===== src/tbim_pkg.sv =====
// tbim_pkg: widths and shared types for the broadcast index mapper
// no dependencies; imported by the interfaces and every module of the block
package tbim_pkg;

  // width of one dimension size register
  localparam int SIZE_W     = 13;
  // width of the index fields on the input and output words
  localparam int IDX_W      = 32;
  // configuration channel widths
  localparam int CFG_ADDR_W = 8;
  localparam int CFG_DATA_W = 16;
  // quotient bits resolved by each divider stage (the last stage may resolve fewer)
  localparam int DIV_STEPS  = 4;

  typedef logic [SIZE_W-1:0] size_t;

endpackage


===== src/tbim_div.sv =====
// tbim_div: pipelined restoring divider, up to DIV_STEPS quotient bits a stage;
// divisor to be held static by the user (not enforced); depends on tbim_pkg
module tbim_div import tbim_pkg::*; #(
  parameter int INDEX_BITS = 32,
  parameter int SIDE_W     = 33
) (
  input  logic                  clk_i,
  input  logic                  rst_ni,
  input  logic                  en_i,
  input  logic                  valid_i,
  input  logic [INDEX_BITS-1:0] dividend_i,
  input  size_t                 divisor_i,
  input  logic [SIDE_W-1:0]     side_i,
  output logic                  valid_o,
  output logic [INDEX_BITS-1:0] quot_o,
  output size_t                 rem_o,
  output logic [SIDE_W-1:0]     side_o
);

  localparam int NSTG = (INDEX_BITS + DIV_STEPS - 1) / DIV_STEPS;

  logic [NSTG-1:0]       v_q;
  size_t                 r_q [NSTG];
  logic [INDEX_BITS-1:0] q_q [NSTG];
  logic [SIDE_W-1:0]     s_q [NSTG];

  for (genvar g = 0; g < NSTG; g++) begin : g_stg
    localparam int LEFT  = INDEX_BITS - g * DIV_STEPS;
    localparam int STEPS = (LEFT < DIV_STEPS) ? LEFT : DIV_STEPS;

    logic                  v_in;
    size_t                 r_in, r_d;
    logic [INDEX_BITS-1:0] q_in, q_d;
    logic [SIDE_W-1:0]     s_in;
    logic [SIZE_W:0]       t;

    if (g == 0) begin : g_first
      assign v_in = valid_i;
      assign r_in = '0;
      assign q_in = dividend_i;
      assign s_in = side_i;
    end else begin : g_next
      assign v_in = v_q[g-1];
      assign r_in = r_q[g-1];
      assign q_in = q_q[g-1];
      assign s_in = s_q[g-1];
    end

    // shift one dividend bit in, subtract where the partial remainder allows
    always_comb begin
      r_d = r_in;
      q_d = q_in;
      t   = '0;
      for (int j = 0; j < STEPS; j++) begin
        t   = {r_d, q_d[INDEX_BITS-1]};
        q_d = {q_d[INDEX_BITS-2:0], 1'b0};
        if (t >= {1'b0, divisor_i}) begin
          t      = t - {1'b0, divisor_i};
          q_d[0] = 1'b1;
        end
        r_d = t[SIZE_W-1:0];
      end
    end

    // stage valid
    always_ff @(posedge clk_i or negedge rst_ni) begin
      if (!rst_ni) begin
        v_q[g] <= 1'b0;
      end else if (en_i) begin
        v_q[g] <= v_in;
      end
    end

    // stage payload
    always_ff @(posedge clk_i) begin
      if (en_i) begin
        r_q[g] <= r_d;
        q_q[g] <= q_d;
        s_q[g] <= s_in;
      end
    end
  end

  assign valid_o = v_q[NSTG-1];
  assign quot_o  = q_q[NSTG-1];
  assign rem_o   = r_q[NSTG-1];
  assign side_o  = s_q[NSTG-1];

endmodule


===== config.mk =====
export PLATFORM = sky130hd
export DESIGN_NAME = tbim_div
export DESIGN_NICKNAME = d
export VERILOG_FILES = /design/src/tbim_pkg.sv /design/src/tbim_div.sv
export SDC_FILE = /design/constraint.sdc
export NUM_CORES = 2
export LEC_CHECK = 0
export ABC_AREA = 1
export ABC_CLOCK_PERIOD_IN_PS = 7250
export BUFFER_PORTS_ARGS = -buffer_cell sky130_fd_sc_hd__buf_2
export CAP_MARGIN = 20
export CORE_ASPECT_RATIO = 1.25
export CORE_MARGIN = 2
export CORE_UTILIZATION = 58
export CTS_CLUSTER_SIZE = 40
export DETAILED_ROUTE_END_ITERATION = 12
export GPL_TIMING_DRIVEN = 0
export PLACE_DENSITY = 0.78
export SKIP_CTS_REPAIR_TIMING = 1
export SLEW_MARGIN = 20
export SYNTH_ARGS = -nofsm -noshare
export SYNTH_HDL_FRONTEND = slang
export SYNTH_SLANG_ARGS = --single-unit
export TNS_END_PERCENT = 50

===== constraint.sdc =====
create_clock -name clk_i -period 7.25 [get_ports clk_i]
set_input_delay 0.3625 -clock clk_i [delete_from_list [all_inputs] [get_ports clk_i]]
set_output_delay 0.3625 -clock clk_i [all_outputs]
set_load 0.1 [all_outputs]

# [After elaboration in Yosys (flattened, before gate mapping)]
# Memory sizes are Yosys's and may differ from the RTL's.
# Index checks and enable logic that the tools add are counted.
[classes] addsub=32 order_cmp=32 muxes=66
[ops] operator="14-bit by 13-bit greater-or-equal comparator with 1-bit output" count=31
[ops] operator="13-bit 2-to-1 mux" count=32
[ops] operator="13-bit subtractor" count=31
[ops] operator="1-bit 2-to-1 mux" count=34
[ops] operator="1-bit by 13-bit greater-or-equal comparator with 1-bit output" count=1
[ops] operator="1-bit by 13-bit subtractor with 13-bit output" count=1
[totals] regBits=8 ramBits=624 inputBits=82 output_inout_bits=79 memories=3
[mem_list] name="s_q" depth=8 width=33 rd=8 rd_clocked_by_memory_dff=0 write_ports=8 line_no="tbim_div.sv:25" source="logic [SIDE_W-1:0] s_q [NSTG];"
[mem_list] name="q_q" depth=8 width=32 rd=8 rd_clocked_by_memory_dff=0 write_ports=8 line_no="tbim_div.sv:24" source="logic [INDEX_BITS-1:0] q_q [NSTG];"
[mem_list] name="r_q" depth=8 width=13 rd=8 rd_clocked_by_memory_dff=0 write_ports=8 line_no="tbim_div.sv:23" source="size_t r_q [NSTG];"

# [Longest topological paths before layout]
# An unclocked memory read counts as a cell.
[depth] ltp_word=9 depth_mapped=60

# [Least setup slack after synthesis]
# OpenSTA, ideal clock, no wires.
[synth_timing] path_type="input to register" from="input port divisor_i[1]" to="memory r_q[0][29] (netlist name), data pin" t_arrival_ns=7.332 slack_ns=-0.334 cell_stages=48 path_buffers=5 path_cell_list="inv_1 ha_1 nand2_1 nor2_1 nand4_1 nand3_2 buf_6 o21ai_0 inv_1 fa_1 o21ai_1 nand2_1 nand3_1 nand2_1 nand2_1 inv_1 nand3_2 inv_1 [12 not listed] buf_6 buf_6 nand2_1 o21ai_2 ha_1 nand2_1 nor2_1 nor2_1 inv_1 nand2_1 nand2_1 a21boi_0 o211ai_1 a21oi_1 nand3_2 buf_6 nand2_1 nand2_1"
[synth_lines] element="start: declaration" line_no="tbim_div.sv:12" source="input size_t divisor_i,"
[synth_lines] element="end: declaration" line_no="tbim_div.sv:23"

==> reports/results.md <==
| Result | Reported | Unit |
|---|---|---|
| Outcome | complete, but fails checks | - |
| Failing checks | negative setup slack | - |
| Count of clock tree sinks | 632 | - |
| First drt pass iteration count | 7 | - |
| Startpoint of the lowest-slack hold path | dividend_i[28] | - |
| Setup slack after placement | -2.311 | ns |
| Slew Limit Fails | 0 | - |
| Number of distinct standard cells referenced by the synthesized netlist | 55 | - |
| Worst-case setup margin in the final layout | -0.08474 | ns |
| Finish-stage setup viols | 11 | - |
| Data arrival at the endpoint of the critical path | 7.71 | ns |
| Post-DP HPWL | 78,200 | µm |
| Total clock buffers created by CTS | 66 | - |
| Cell area after synthesis | 44,920 | µm² |
| Post-route DRC | 0 | - |
| Number of cell instances on the worst register-to-register path | 45 | - |
| Commonest cells after routing, fill and taps aside | sky130_fd_sc_hd__nand2_1 (1,432), sky130_fd_sc_hd__edfxtp_1 (624), sky130_fd_sc_hd__inv_1 (588), sky130_fd_sc_hd__buf_4 (337), sky130_fd_sc_hd__nand3_1 (262) | - |
| Initial core utilization | 58.32 | % |
| N_diodes | 0 | - |
| CORE AREA | 77,020 | µm² |
| Kind of launch point of the worst setup path | flop | - |
| Post-detailed-placement cell area | 47,510 | µm² |
| Remaining Overflow, GRT | 0 | - |
| Endpoint type of the worst setup path | flop | - |
| Number of global-route vias before repair | 34,423 | - |
| Share of synthesized flip-flops with an asynchronous set or reset | 1.266 | % |
| Dominant cell type by area after synthesis | sky130_fd_sc_hd__edfxtp_1 | - |
| Maximum Capacitance Violations | 0 | - |
| Clk_skew | 0.03256 | ns |
| Post-layout nets | 6,427 | - |
| Antenna violations before repair | 0 | - |
| Most common cell after layout, fill and taps aside | sky130_fd_sc_hd__nand2_1 | - |
| Worst-Margin Slew | 0.7955 | ns |
| Sum of routed wire length over all layers | 126,000 | µm |
| Net Count, Synth | 5,755 | - |
| Insertion delay to the later sink of the worst-skew pair | 0.64 | ns |
| Width of the chip | 252.9 | µm |
| Clock buffer depth | 3 | - |
| Routed via count divided by cell count | 5.698 | - |
| Critical path startpoint | r_q[0][2] | - |
| Global placer's final weighted congestion | 0.9101 | - |
| Synth Register Bits | 632 | - |
| Number of instances on the worst hold path | 3 | - |
| Number of synthesized flops with an enable pin | 624 | - |
| Final instance area | 57,810 | µm² |
| Longest individual stage delay on the worst path | 0.45 | ns |
| Post-layout instance count excluding filler cells | 6,943 | - |
| Height of the die | 315.1 | µm |
| Layout cell share with drive strength beyond 1 | 26.17 | % |
| Yosys top cell area share | 41.72 | % |
| Hold Crit Class | primary input to flop | - |
| Final period util | 101.2 | % |
| Clock period minus final worst setup slack | 7.335 | ns |
| Proportion of synthesized chip area in sequential cells | 42.16 | % |
| Max frequency | 0.1363 | GHz |
| Number of ports placed on the die boundary | 161 | - |
| Mean routed wirelength per cell | 18.15 | µm |
| Commonest register cell after synthesis | sky130_fd_sc_hd__edfxtp_1 | - |
| Routed Antenna Nets | 0 | - |
| Setup TNS | -0.2334 | ns |
| Global Route Usage Sum | 26.78 | % |
| Final-report hold violation count | 0 | - |
| Register-to-register path setup slack | -0.08 | ns |
| Vias after detailed routing | 39,560 | - |
| Count of buffers inserted at the top-level ports | 160 | - |
| Critical setup path kind | flop to flop | - |
| Violation count after the first detailed-routing iteration | 2,644 | - |
| Root cell of the clock tree | sky130_fd_sc_hd__clkbuf_16 | - |
| Data required time of the worst path | 7.63 | ns |
| Global-route wire length before repair | 170,000 | µm |
| TritonCTS clock tree | yes | - |
| Cells after Synth | 5,237 | - |
| Clk slew on worst S/H paths | 0.06 | ns |
| Post-synthesis area per instance | 8.577 | µm² |
| Die area | 79,700 | µm² |
| Post-synthesis to final-layout area growth | 28.71 | % |
| Critical path peak fanout | 10 | - |
| Slowest cell on the critical path | sky130_fd_sc_hd__fa_1 | - |
| H-tree level count | 3 | - |
| Critical register-to-register path startpoint | r_q[0][2] | - |
| Cell types with the largest area share after synthesis | sky130_fd_sc_hd__edfxtp_1 (42%), sky130_fd_sc_hd__nand2_1 (13%), sky130_fd_sc_hd__ha_1 (11%) | - |
| Placed cell count | 6,401 | - |
| Maximum number of pins on one net before global-route repair | 109 | - |
| Max-slew headroom at the worst pin | 46.97 | % |
| Number of placement rows | 114 | - |
| Number of synthesis warnings | 0 | - |
==> state kept, by name, summed over array words and instances (netlist names) <==
name and cells:
s_q 264, g_stg.v_in 7, valid_o 1, r_q 104, q_q 256
==> cell type report <==
class                   instances  area (µm²)
flip-flops and latches        632       18940
clock inverters                43       406.6
repair buffers                602        4905
inverters                     648        2537
well taps                     986        1234
multi-input cells            3895       27380
plain buffers                  64       730.7
fillers                      5113       19210
clock buffers                  73        1678
==> per-stage QoR <==
stage / hold slack, ns / util [%]
final: 0.01648 / 75.06
after global routing: 0.02406 / 75.06
after CTS: -0.4740 / 64.39
after detailed placement: 0.2107 / 61.69
after global placement: 0.2093 / 61.09
after floorplan: 0.06691 / -
==> Yosys cell counts, types with 19 or more instances <==
cell type and number:
sky130_fd_sc_hd__a21o_1 38, sky130_fd_sc_hd__ha_1 405, sky130_fd_sc_hd__o21ai_0 171, sky130_fd_sc_hd__xor2_1 155, sky130_fd_sc_hd__o21ai_1 36, sky130_fd_sc_hd__nand3b_1 36
sky130_fd_sc_hd__o21bai_1 22, sky130_fd_sc_hd__nand4_1 81, sky130_fd_sc_hd__o2111ai_1 20, sky130_fd_sc_hd__buf_2 20, sky130_fd_sc_hd__nand3_1 285, sky130_fd_sc_hd__nand3_2 32
sky130_fd_sc_hd__nand2_2 30, sky130_fd_sc_hd__nand2_1 1612, sky130_fd_sc_hd__inv_1 636, sky130_fd_sc_hd__fa_1 31, sky130_fd_sc_hd__nor3_1 20, sky130_fd_sc_hd__edfxtp_1 624
sky130_fd_sc_hd__a21oi_2 19, sky130_fd_sc_hd__nor2_1 322, sky130_fd_sc_hd__a21oi_1 271, sky130_fd_sc_hd__a31oi_1 30, sky130_fd_sc_hd__buf_6 26, sky130_fd_sc_hd__xnor2_1 141
==> worst paths after layout <==
| kind | to |
|---|---|
| setup reg to reg | r_q[0][18] |
| min in group asynchronous | g_stg[7].v_in |
| setup / recovery | r_q[0][18] |
| max in group asynchronous | g_stg[1].v_in |
| hold / removal | r_q[0][0] |
| hold reg to reg | s_q[1][13] |
==> worst max-delay path: cells and delay by family (launching register included) <==
family / cells / cell delay, ns
buf+inv: 7 / 0.85
compound gates: 10 / 1.64
simple gates: 24 / 2.75
flops: 1 / 0.42
fa+ha+maj: 4 / 1.38
==> per-layer routing <==
| layer | global-route usage (%) | share of wire, % | up-vias |
|---|---|---|---|
| li1 | - | - | 19008 |
| met1 | 31.25 | 37 | 18437 |
| met2 | 49.29 | 51 | 1543 |
| met3 | 2.774 | 5.4 | 572 |
| met4 | 12.28 | 6.7 | 0 |
| met5 | 0 | 0 | - |
==> cell families (layout without fill, tap and decap cells) <==
| kind of cell | count (synthesis) | after routing | synth area share [%] |
|---|---|---|---|
| fa+ha+maj | 436 | 436 | 12.66 |
| flops | 632 | 632 | 42.16 |
| compound gates | 672 | 672 | 8.783 |
| buf+inv | 712 | 1430 | 6.616 |
| simple gates | 2489 | 2491 | 24.00 |
| xor+xnor | 296 | 296 | 5.772 |
Power is left out: the tool's default activity adds up to more than one toggle a clock period on the data nets, which glitch-free logic cannot reach.
