===== src/tbim_pkg.sv =====
// tbim_pkg: widths and shared types for the broadcast index mapper
// no dependencies; imported by the interfaces and every module of the block
package tbim_pkg;

  // width of one dimension size register
  localparam int SIZE_W     = 13;
  // width of the index fields on the input and output words
  localparam int IDX_W      = 32;
  // configuration channel widths
  localparam int CFG_ADDR_W = 8;
  localparam int CFG_DATA_W = 16;
  // quotient bits resolved by each divider stage (the last stage may resolve fewer)
  localparam int DIV_STEPS  = 4;

  typedef logic [SIZE_W-1:0] size_t;

endpackage


===== src/tbim_if.sv =====


interface tbim_cfg_if import tbim_pkg::*; ();
  logic                  valid;
  logic                  ready;
  logic [CFG_ADDR_W-1:0] index;
  logic [CFG_DATA_W-1:0] data;

  modport source (output valid, output index, output data, input ready);
  modport sink   (input valid, input index, input data, output ready);
endinterface


===== src/tbim_cfg.sv =====
// tbim_cfg: size and mask registers, plus a short sequencer that derives the
// element count and the source strides; depends on tbim_pkg and tbim_cfg_if
module tbim_cfg import tbim_pkg::*; #(
  parameter int MAX_DIMS   = 4,
  parameter int INDEX_BITS = 32
) (
  input  logic                  clk_i,
  input  logic                  rst_ni,
  tbim_cfg_if.sink              cfg_i,
  output size_t                 size_o   [MAX_DIMS],
  output logic [MAX_DIMS-1:0]   bmask_o,
  output logic [INDEX_BITS:0]   count_o,
  output logic [INDEX_BITS-1:0] stride_o [MAX_DIMS],
  output logic                  busy_o
);

  localparam int DIM_W  = (MAX_DIMS > 1) ? $clog2(MAX_DIMS) : 1;
  localparam int CNT_W  = INDEX_BITS + 1;
  localparam int PROD_W = CNT_W + SIZE_W;
  localparam logic [PROD_W-1:0] CAP = {{SIZE_W{1'b0}}, 1'b1, {INDEX_BITS{1'b0}}};

  size_t                 size_q   [MAX_DIMS];
  logic [INDEX_BITS-1:0] stride_q [MAX_DIMS];
  logic [MAX_DIMS-1:0]   bmask_q;
  logic [CNT_W-1:0]      count_q, count_d;
  logic [INDEX_BITS-1:0] acc_q, acc_d;
  logic                  busy_q;
  logic [DIM_W-1:0]      dim_q;
  logic                  wr;
  size_t                 size_cur;
  logic [PROD_W-1:0]     cnt_prod;
  logic [INDEX_BITS+SIZE_W-1:0] acc_prod;

  assign cfg_i.ready = 1'b1;
  assign wr          = cfg_i.valid & cfg_i.ready;

  // one dimension per cycle: saturating count and running stride
  assign size_cur = size_q[dim_q];
  assign cnt_prod = count_q * size_cur;
  assign acc_prod = acc_q * size_cur;
  assign count_d  = (cnt_prod > CAP) ? CAP[CNT_W-1:0] : cnt_prod[CNT_W-1:0];
  assign acc_d    = acc_prod[INDEX_BITS-1:0];

  // registers and derivation sequencer, restarted by every write
  always_ff @(posedge clk_i or negedge rst_ni) begin
    if (!rst_ni) begin
      for (int d = 0; d < MAX_DIMS; d++) begin
        size_q[d]   <= SIZE_W'(1);
        stride_q[d] <= INDEX_BITS'(1);
      end
      bmask_q <= '0;
      count_q <= CNT_W'(1);
      acc_q   <= INDEX_BITS'(1);
      busy_q  <= 1'b0;
      dim_q   <= '0;
    end else if (wr) begin
      if (cfg_i.index < CFG_ADDR_W'(MAX_DIMS)) begin
        size_q[cfg_i.index[DIM_W-1:0]] <= cfg_i.data[SIZE_W-1:0];
      end else if (cfg_i.index == CFG_ADDR_W'(MAX_DIMS)) begin
        bmask_q <= cfg_i.data[MAX_DIMS-1:0];
      end
      busy_q  <= 1'b1;
      dim_q   <= DIM_W'(MAX_DIMS - 1);
      count_q <= CNT_W'(1);
      acc_q   <= INDEX_BITS'(1);
    end else if (busy_q) begin
      stride_q[dim_q] <= acc_q;
      if (!bmask_q[dim_q]) begin
        acc_q <= acc_d;
      end
      count_q <= count_d;
      if (dim_q == '0) begin
        busy_q <= 1'b0;
      end else begin
        dim_q <= dim_q - DIM_W'(1);
      end
    end
  end

  assign size_o   = size_q;
  assign stride_o = stride_q;
  assign bmask_o  = bmask_q;
  assign count_o  = count_q;
  assign busy_o   = busy_q;

  // count never passes the saturation value
  a_count_cap: assert property (@(posedge clk_i) disable iff (!rst_ni)
    {{SIZE_W{1'b0}}, count_q} <= CAP)
    else $error("element count above saturation value");

  // a write always starts a derivation pass
  a_wr_busy: assert property (@(posedge clk_i) disable iff (!rst_ni)
    wr |=> busy_q)
    else $error("write did not start derivation");

  // element count holds once the pass is done
  a_count_hold: assert property (@(posedge clk_i) disable iff (!rst_ni)
    !busy_q && !wr |=> $stable(count_q))
    else $error("element count moved while idle");

endmodule


===== src/flat_wrapper.sv =====
// flat-port wrapper written by rule: the top's interface ports become plain ports
module tbim_cfg_flat import tbim_pkg::*;
#(
  parameter int MAX_DIMS   = 4,
  parameter int INDEX_BITS = 32
)
  (clk_i, rst_ni, size_o, bmask_o, count_o, stride_o, busy_o, cfg_i_valid, cfg_i_index, cfg_i_data, cfg_i_ready);
  tbim_cfg_if cfg_i_i ();
  input  logic clk_i;
  input  logic rst_ni;
  output size_t size_o[MAX_DIMS];
  output logic [MAX_DIMS-1:0] bmask_o;
  output logic [INDEX_BITS:0] count_o;
  output logic [INDEX_BITS-1:0] stride_o[MAX_DIMS];
  output logic busy_o;
  input wire logic [$bits(cfg_i_i.valid)-1:0] cfg_i_valid;
  input wire logic [$bits(cfg_i_i.index)-1:0] cfg_i_index;
  input wire logic [$bits(cfg_i_i.data)-1:0] cfg_i_data;
  output wire logic [$bits(cfg_i_i.ready)-1:0] cfg_i_ready;
  assign cfg_i_i.valid = cfg_i_valid;
  assign cfg_i_i.index = cfg_i_index;
  assign cfg_i_i.data = cfg_i_data;
  assign cfg_i_ready = cfg_i_i.ready;
  tbim_cfg #(.MAX_DIMS(MAX_DIMS), .INDEX_BITS(INDEX_BITS)) u_core (.clk_i(clk_i), .rst_ni(rst_ni), .cfg_i(cfg_i_i), .size_o(size_o), .bmask_o(bmask_o), .count_o(count_o), .stride_o(stride_o), .busy_o(busy_o));
endmodule

===== config.mk =====
export PLATFORM = sky130hd
export DESIGN_NAME = tbim_cfg_flat
export DESIGN_NICKNAME = d
export VERILOG_FILES = /design/src/tbim_pkg.sv /design/src/tbim_if.sv /design/src/tbim_cfg.sv /design/src/flat_wrapper.sv
export SDC_FILE = /design/constraint.sdc
export NUM_CORES = 2
export LEC_CHECK = 0
export ABC_AREA = 0
export BUFFER_PORTS_ARGS = -buffer_cell sky130_fd_sc_hd__buf_2
export CORE_MARGIN = 5
export CORE_UTILIZATION = 55
export CTS_CLUSTER_SIZE = 20
export DETAILED_ROUTE_END_ITERATION = 7
export GPL_TIMING_DRIVEN = 0
export PLACE_DENSITY_LB_ADDON = 0.3
export SLEW_MARGIN = 20
export SYNTH_ARGS = -nofsm -noshare
export SYNTH_HDL_FRONTEND = slang
export SYNTH_SLANG_ARGS = --single-unit

===== constraint.sdc =====
create_clock -name clk_i -period 24 [get_ports clk_i]
set_clock_uncertainty 0.15 [all_clocks]
set_input_delay 1.2 -clock clk_i [delete_from_list [all_inputs] [get_ports clk_i]]
set_output_delay 1.2 -clock clk_i [all_outputs]
set_load 0.005 [all_outputs]

# After elaboration in Yosys (flattened, before gate mapping)

Cells that the tools add are included.

$lt $le $gt $ge: 7
Shifts and indexed selects: 0
Mux-type cells: 23
Reductions and logical operators: 9
Eq/ne operators: 3
$mul: 2
Add/sub/neg operators: 1
Bitwise logic cells: 4
Divide/modulo/power cells: 0

Operators with widths:

| cell                   | count |
|---|---|
| $bwmux W128            | 1 |
| $mux W32               | 4 |
| $mux W33               | 3 |
| $demux W32 S2          | 1 |
| $bwmux W52             | 1 |
| $gt A46 B33 Y1 const B | 1 |
| $mul A33 B13 Y46       | 1 |
| $mux W13               | 3 |
| $mul A32 B13 Y32       | 1 |
| $bmux W13 S2           | 1 |
| $demux W13 S2          | 1 |
| $eq A8 B3 Y1 const B   | 1 |
| $lt A8 B3 Y1 const B   | 1 |
| $reduce_and A2 Y1      | 4 |
| $ge A3 B3 Y1 const B   | 2 |
| $lt A3 B1 Y1 const B   | 2 |
| $mux W2                | 3 |
| $not A2 Y3             | 2 |
| $mux W1                | 4 |
| $ne A2 B2 Y1 const B   | 2 |
| $lt A2 B3 Y1 const B   | 1 |
| $reduce_and A3 Y1      | 1 |
| $bmux W1 S2            | 1 |
| $logic_and A1 B1 Y1    | 2 |
| other kinds (4)        | 5 |

Memories kept: 0
Latch bits: 0
Logic and storage cells: 62
Memory bits (read-only): 0
Bits in writable memories: 0
Register bits: 252

# Longest topological paths before layout

Depth in word-level cells: 9
Mapped depth: 30
Gate-level depth less buffers: 24

# Worst setup path before layout

No wires, ideal clock.

Path type: register -> register
Start: register u_core.dim_q[0]
End: register u_core.count_q[11] (netlist: u_core.count_o[11])
Clock period less this slack: 8.316 ns
Path buffers: 6
Arrival: 8.092 ns
Slack: 15.684 ns
Cell stages (with the launch flop): 30
Data required time: 23.776 ns
Path through: dfrtp_1 > clkbuf_1 > clkbuf_1 > mux4_2 > clkbuf_1 > clkbuf_1 > and2_1 > fa_1 > inv_1 > fa_1 > inv_1 > fa_1 > fa_1 > inv_1 > fa_1 > inv_1 > ha_1 > buf_2 > and4_1 > and2_4 > a31oi_4 > o21ai_1 > a31o_1 > xnor2_1 > or4_1 > or4_1 > a211oi_2 > or3b_1 > buf_6 > o21ai_2

Cells in the longest elaborated chain, start to end: 9

Ends and longest elaborated chain:

| item                                            | RTL line       | text |
|---|---|---|
| start, declared                                 | tbim_cfg.sv:28 | `logic [DIM_W-1:0] dim_q;` |
| start signal, assigned                          | tbim_cfg.sv:63 | `dim_q <= DIM_W'(MAX_DIMS - 1);` |
| start signal, assigned                          | tbim_cfg.sv:75 | `dim_q <= dim_q - DIM_W'(1);` |
| $not A2 Y3 (implied by the code) (*)            | tbim_cfg.sv:38 | `assign size_cur = size_q[dim_q];` |
| $bmux W13 S2 (*)                                | tbim_cfg.sv:38 |  |
| $mux W13 (implied by the code) (*) (2 in a row) | tbim_cfg.sv:38 |  |
| $mul A33 B13 Y46 (*)                            | tbim_cfg.sv:39 | `assign cnt_prod = count_q * size_cur;` |
| $gt A46 B33 Y1                                  | tbim_cfg.sv:41 | `assign count_d = (cnt_prod > CAP) ? CAP[CNT_W-1:0] : cnt_prod[CNT_W-1:0];` |
| $mux W33 (*)                                    | tbim_cfg.sv:41 |  |
| $mux W33 (*)                                    | tbim_cfg.sv:66 | `end else if (busy_q) begin` |
| $mux W33 (*)                                    | tbim_cfg.sv:56 | `end else if (wr) begin` |
| end signal, assigned                            | tbim_cfg.sv:71 | `count_q <= count_d;` |
| end, declared                                   | tbim_cfg.sv:25 | `logic [CNT_W-1:0] count_q, count_d;` |

Every way passes the cells marked *; elsewhere a longest branch is shown, timed or not. The select of a mux whose other input is x is not followed.
A chain may end at the register's enable or synchronous reset.

# Worst setup path in the final report

Start: register u_core.dim_q[0]
End: register u_core.count_q[4] (netlist: u_core.count_o[4])

Same word-level chain as after synthesis.

==> results.sh <==
export IMPL_synth_top_family_by_area="adder cells"
export IMPL_drv_cap=0
export IMPL_grt_overflow_total=0
export IMPL_timing_final_crit_period_ps=10740
export IMPL_post_cts_buffers=0
export IMPL_track_usage=0.3078
export IMPL_powerDensity_nw_per_um2=33.93
export IMPL_grt_max_degree=96
export IMPL_min_path_type="flop to flop"
export IMPL_cts_sinks=252
export IMPL_path_delay_family="buffers and inverters"
export IMPL_post_cts_resized=0
export IMPL_fmax_mhz=93.08
export IMPL_drt_iter0_markers=2266
export IMPL_grt_pass1_vias=27582
export IMPL_cp_data_arrival_time_ps=11100
export IMPL_syn_num_nets=4201
export IMPL_drv_slew=0
export IMPL_sequentialPowerShare=0.376
export IMPL_slew_headroom=0.2623
export IMPL_synth_seq_cells=252
export IMPL_initial_core_util=0.5525
export IMPL_h_tree_depth=1
export IMPL_final_nets=4475
export IMPL_die_area_um2=65420
export IMPL_synthXorXnorAreaFrac=0.01977
export IMPL_slowest_stage="clkbuf_1"
export IMPL_synth_top_cells_by_area="fa_1, dfrtp_1, inv_1"
export IMPL_area_growth_syn_to_layout_pct=9.894
export IMPL_fin_area_um2=36510
export IMPL_worstPathMaxFanout=10
export IMPL_post_synth_top_area_cell="fa_1"
export IMPL_outcome="completed"
export IMPL_cp_required_ps=24360
export IMPL_ys_async_sr_fraction=1.000
export IMPL_clk_insertion_delay_late_ps=600
export IMPL_cts_tree="done"
export IMPL_drive_gt1_frac=0.1461
export IMPL_ctsHoldBuffers=0
export IMPL_synth_edff_count=0
export IMPL_switchingPower_mw=0.4313
export IMPL_drt_pass1_iterations=5
export IMPL_cp_common_cell="fa_1"
export IMPL_vias=25744
export IMPL_synth_compound_area_share=0.05838
export IMPL_cts_max_path_buffers=3
export IMPL_synth_mux_area_frac=0.07318
export IMPL_fillerInstances=5162
export IMPL_leakagePower_nw=18.48
export IMPL_tns_ps=0
export IMPL_p_int_mw=0.8073
export IMPL_grt_pass1_wl_mm=157.5
export IMPL_synth_distinct_cells=80
export IMPL_combPwrFrac=0.247
export IMPL_antenna_found_initial=4
export IMPL_synthAdderAreaFrac=0.4161
export IMPL_tightest_slew_ps=1107
export IMPL_drt_wl_total_mm=99.79
export IMPL_place_gp_congestion=0.9806
export IMPL_rsz0062_at_grt="no"
export IMPL_place_hpwl_mm=78.82
export IMPL_seq_area_frac_synth=0.1902
export IMPL_clk_pin_slew_ps=60
export IMPL_setup_violations_final=0
export IMPL_clockPowerShare=0.377
export IMPL_startpoint_type="flop"
export IMPL_netlist_area_um2=33220
export IMPL_wire_per_inst_um=22.13
export IMPL_portBuffers=241
export IMPL_syn_inst=3428
export IMPL_regArea_um2=6319
export IMPL_synth_top_flop_cell="dfrtp_1"
export IMPL_multiInputGateArea_um2=23700
export IMPL_antenna_left=0
export IMPL_coreArea_um2=60130
export IMPL_io_pins=246
export IMPL_path_buf_inv=9
export IMPL_p_sw_frac=0.3482
export IMPL_dpl_instance_area_um2=35490
export IMPL_drcViolationCount=0
export IMPL_via_per_inst=5.708
export IMPL_yosys_warnings=0
export IMPL_num_rows=90
export IMPL_synth_area_per_cell_um2=9.691
export IMPL_worst_ir_drop_vdd_mv=0.05180
export IMPL_finalHoldViolCount=0
export IMPL_worstSetupPathType="flop to flop"
export IMPL_die_w_um=255.8
export IMPL_cts_buffers=28
export IMPL_clock_root_buffer="clkbuf_16"
export IMPL_die_y_um=255.8
export IMPL_synth_top_cell_area_share=0.3604
export IMPL_fin_crit_sh=0.4477
export IMPL_yosys_area_share_simple=0.1459
export IMPL_slowest_delay_ps=770
export IMPL_end_kind="flop"
## per-stage QoR
stage                       util  worst slack [ps]  hold slack (ps)  cells  power (mW)
after floorplan                -             15680            351.3   3428      0.6257
after global placement    0.5888             13480            332.4   4451      0.7646
after detailed placement  0.5902             13430            336.5   4454      0.7691
after CTS                 0.6069             13390            350.9   4506       1.241
after global routing      0.6070             12880            356.5   4506       1.281
final                     0.6071             13260            350.0   4510       1.239
## layout by cell type, fill, tap and decap left out, drive strengths merged, types with 70 or more instances in the layout
| master | instances |
|---|---|
| clkbuf | 215 |
| dfrtp | 242 |
| and2 | 295 |
| a21oi | 70 |
| buf | 268 |
| o21ai | 79 |
| nand2 | 563 |
| mux2 | 187 |
| ha | 148 |
| fa | 598 |
| inv | 646 |
## final cells by class
cell class,instances,share of cell area
clock buffers,35,0.02101
well taps,782,0.02680
multi-input cells,2329,0.6493
clock inverters,17,0.006512
repair buffers,244,0.03523
inverters,643,0.06611
plain buffers,204,0.02169
diodes,4,0.0002742
flip-flops and latches,252,0.1731
## worst paths after layout
check                                     from             endpoint  slack [ps]  depth (start not counted)
setup / recovery               u_core.dim_q[0]    u_core.count_o[4]       13260                         28
hold / removal             u_core.stride_o[49]  u_core.stride_o[49]         350                          1
setup reg to reg               u_core.dim_q[0]    u_core.count_o[4]       13260                         28
hold reg to reg            u_core.stride_o[49]  u_core.stride_o[49]         350                          1
max in group asynchronous               rst_ni   u_core.count_o[19]       22340                          2
min in group asynchronous               rst_ni  u_core.stride_o[63]         420                          1
## registers in the layout, indices dropped and copies added (netlist names)
name / cells
u_core.acc_q: 32
u_core.bmask_o: 4
u_core.busy_o: 1
u_core.count_o: 33
u_core.dim_q: 2
u_core.size_o: 52
u_core.stride_o: 128
## per-layer routing
metal / global-route usage / vias up / share of wire
li1: - / 10983 / -
met5: 0 / - / 0
met2: 0.4869 / 1289 / 0.46
met1: 0.4013 / 13171 / 0.38
met4: 0.1253 / 0 / 0.051
met3: 0.09204 / 301 / 0.11
## Yosys cell counts (3+ instances only)
| cell type | count |
|---|---|
| a211oi_1 | 11 |
| a21boi_0 | 6 |
| a21o_1 | 25 |
| a21oi_1 | 67 |
| a21oi_2 | 3 |
| a22o_1 | 26 |
| a31oi_1 | 7 |
| and2_1 | 294 |
| and3_1 | 3 |
| and4_1 | 5 |
| buf_1 | 19 |
| clkbuf_1 | 180 |
| dfrtp_1 | 242 |
| dfstp_2 | 10 |
| fa_1 | 598 |
| ha_1 | 148 |
| inv_1 | 643 |
| mux2_2 | 187 |
| mux4_2 | 14 |
| nand2_1 | 563 |
| nand2b_1 | 16 |
| nand3_1 | 28 |
| nand3b_1 | 3 |
| nand4_1 | 8 |
| nor2_1 | 55 |
| nor2b_1 | 6 |
| nor3_1 | 14 |
| nor4_1 | 5 |
| o2111ai_1 | 4 |
| o211ai_1 | 5 |
| o21a_1 | 7 |
| o21ai_0 | 60 |
| o21ai_1 | 9 |
| o21ai_2 | 10 |
| o21bai_1 | 5 |
| o31ai_1 | 7 |
| or2_2 | 5 |
| or3_1 | 3 |
| or4_1 | 4 |
| xnor2_1 | 49 |
| xor2_1 | 26 |
## power groups by stage
stage | Sequential [mW] | Combinational [mW] | Clock [mW]
after global routing | 0.468 | 0.323 | 0.490
after detailed placement | 0.473 | 0.296 | 0
after global placement | 0.473 | 0.292 | 0
final | 0.466 | 0.306 | 0.467
after floorplan | 0.466 | 0.160 | 0
after CTS | 0.466 | 0.298 | 0.477
## kinds of logic (layout without fill, tap and decap cells)
| family | Yosys count | in the layout |
|---|---|---|
| other | 1 | 5 |
| multiplexers | 202 | 202 |
| flip-flops | 252 | 252 |
| AO/OA/AOI/OAI | 284 | 284 |
| XOR/XNOR | 75 | 75 |
| AND/OR/NAND/NOR | 1021 | 1021 |
| buffers and inverters | 847 | 1143 |
| adder cells (fa/ha/maj) | 746 | 746 |
Note: power is estimated with default switching activity, not from simulation.
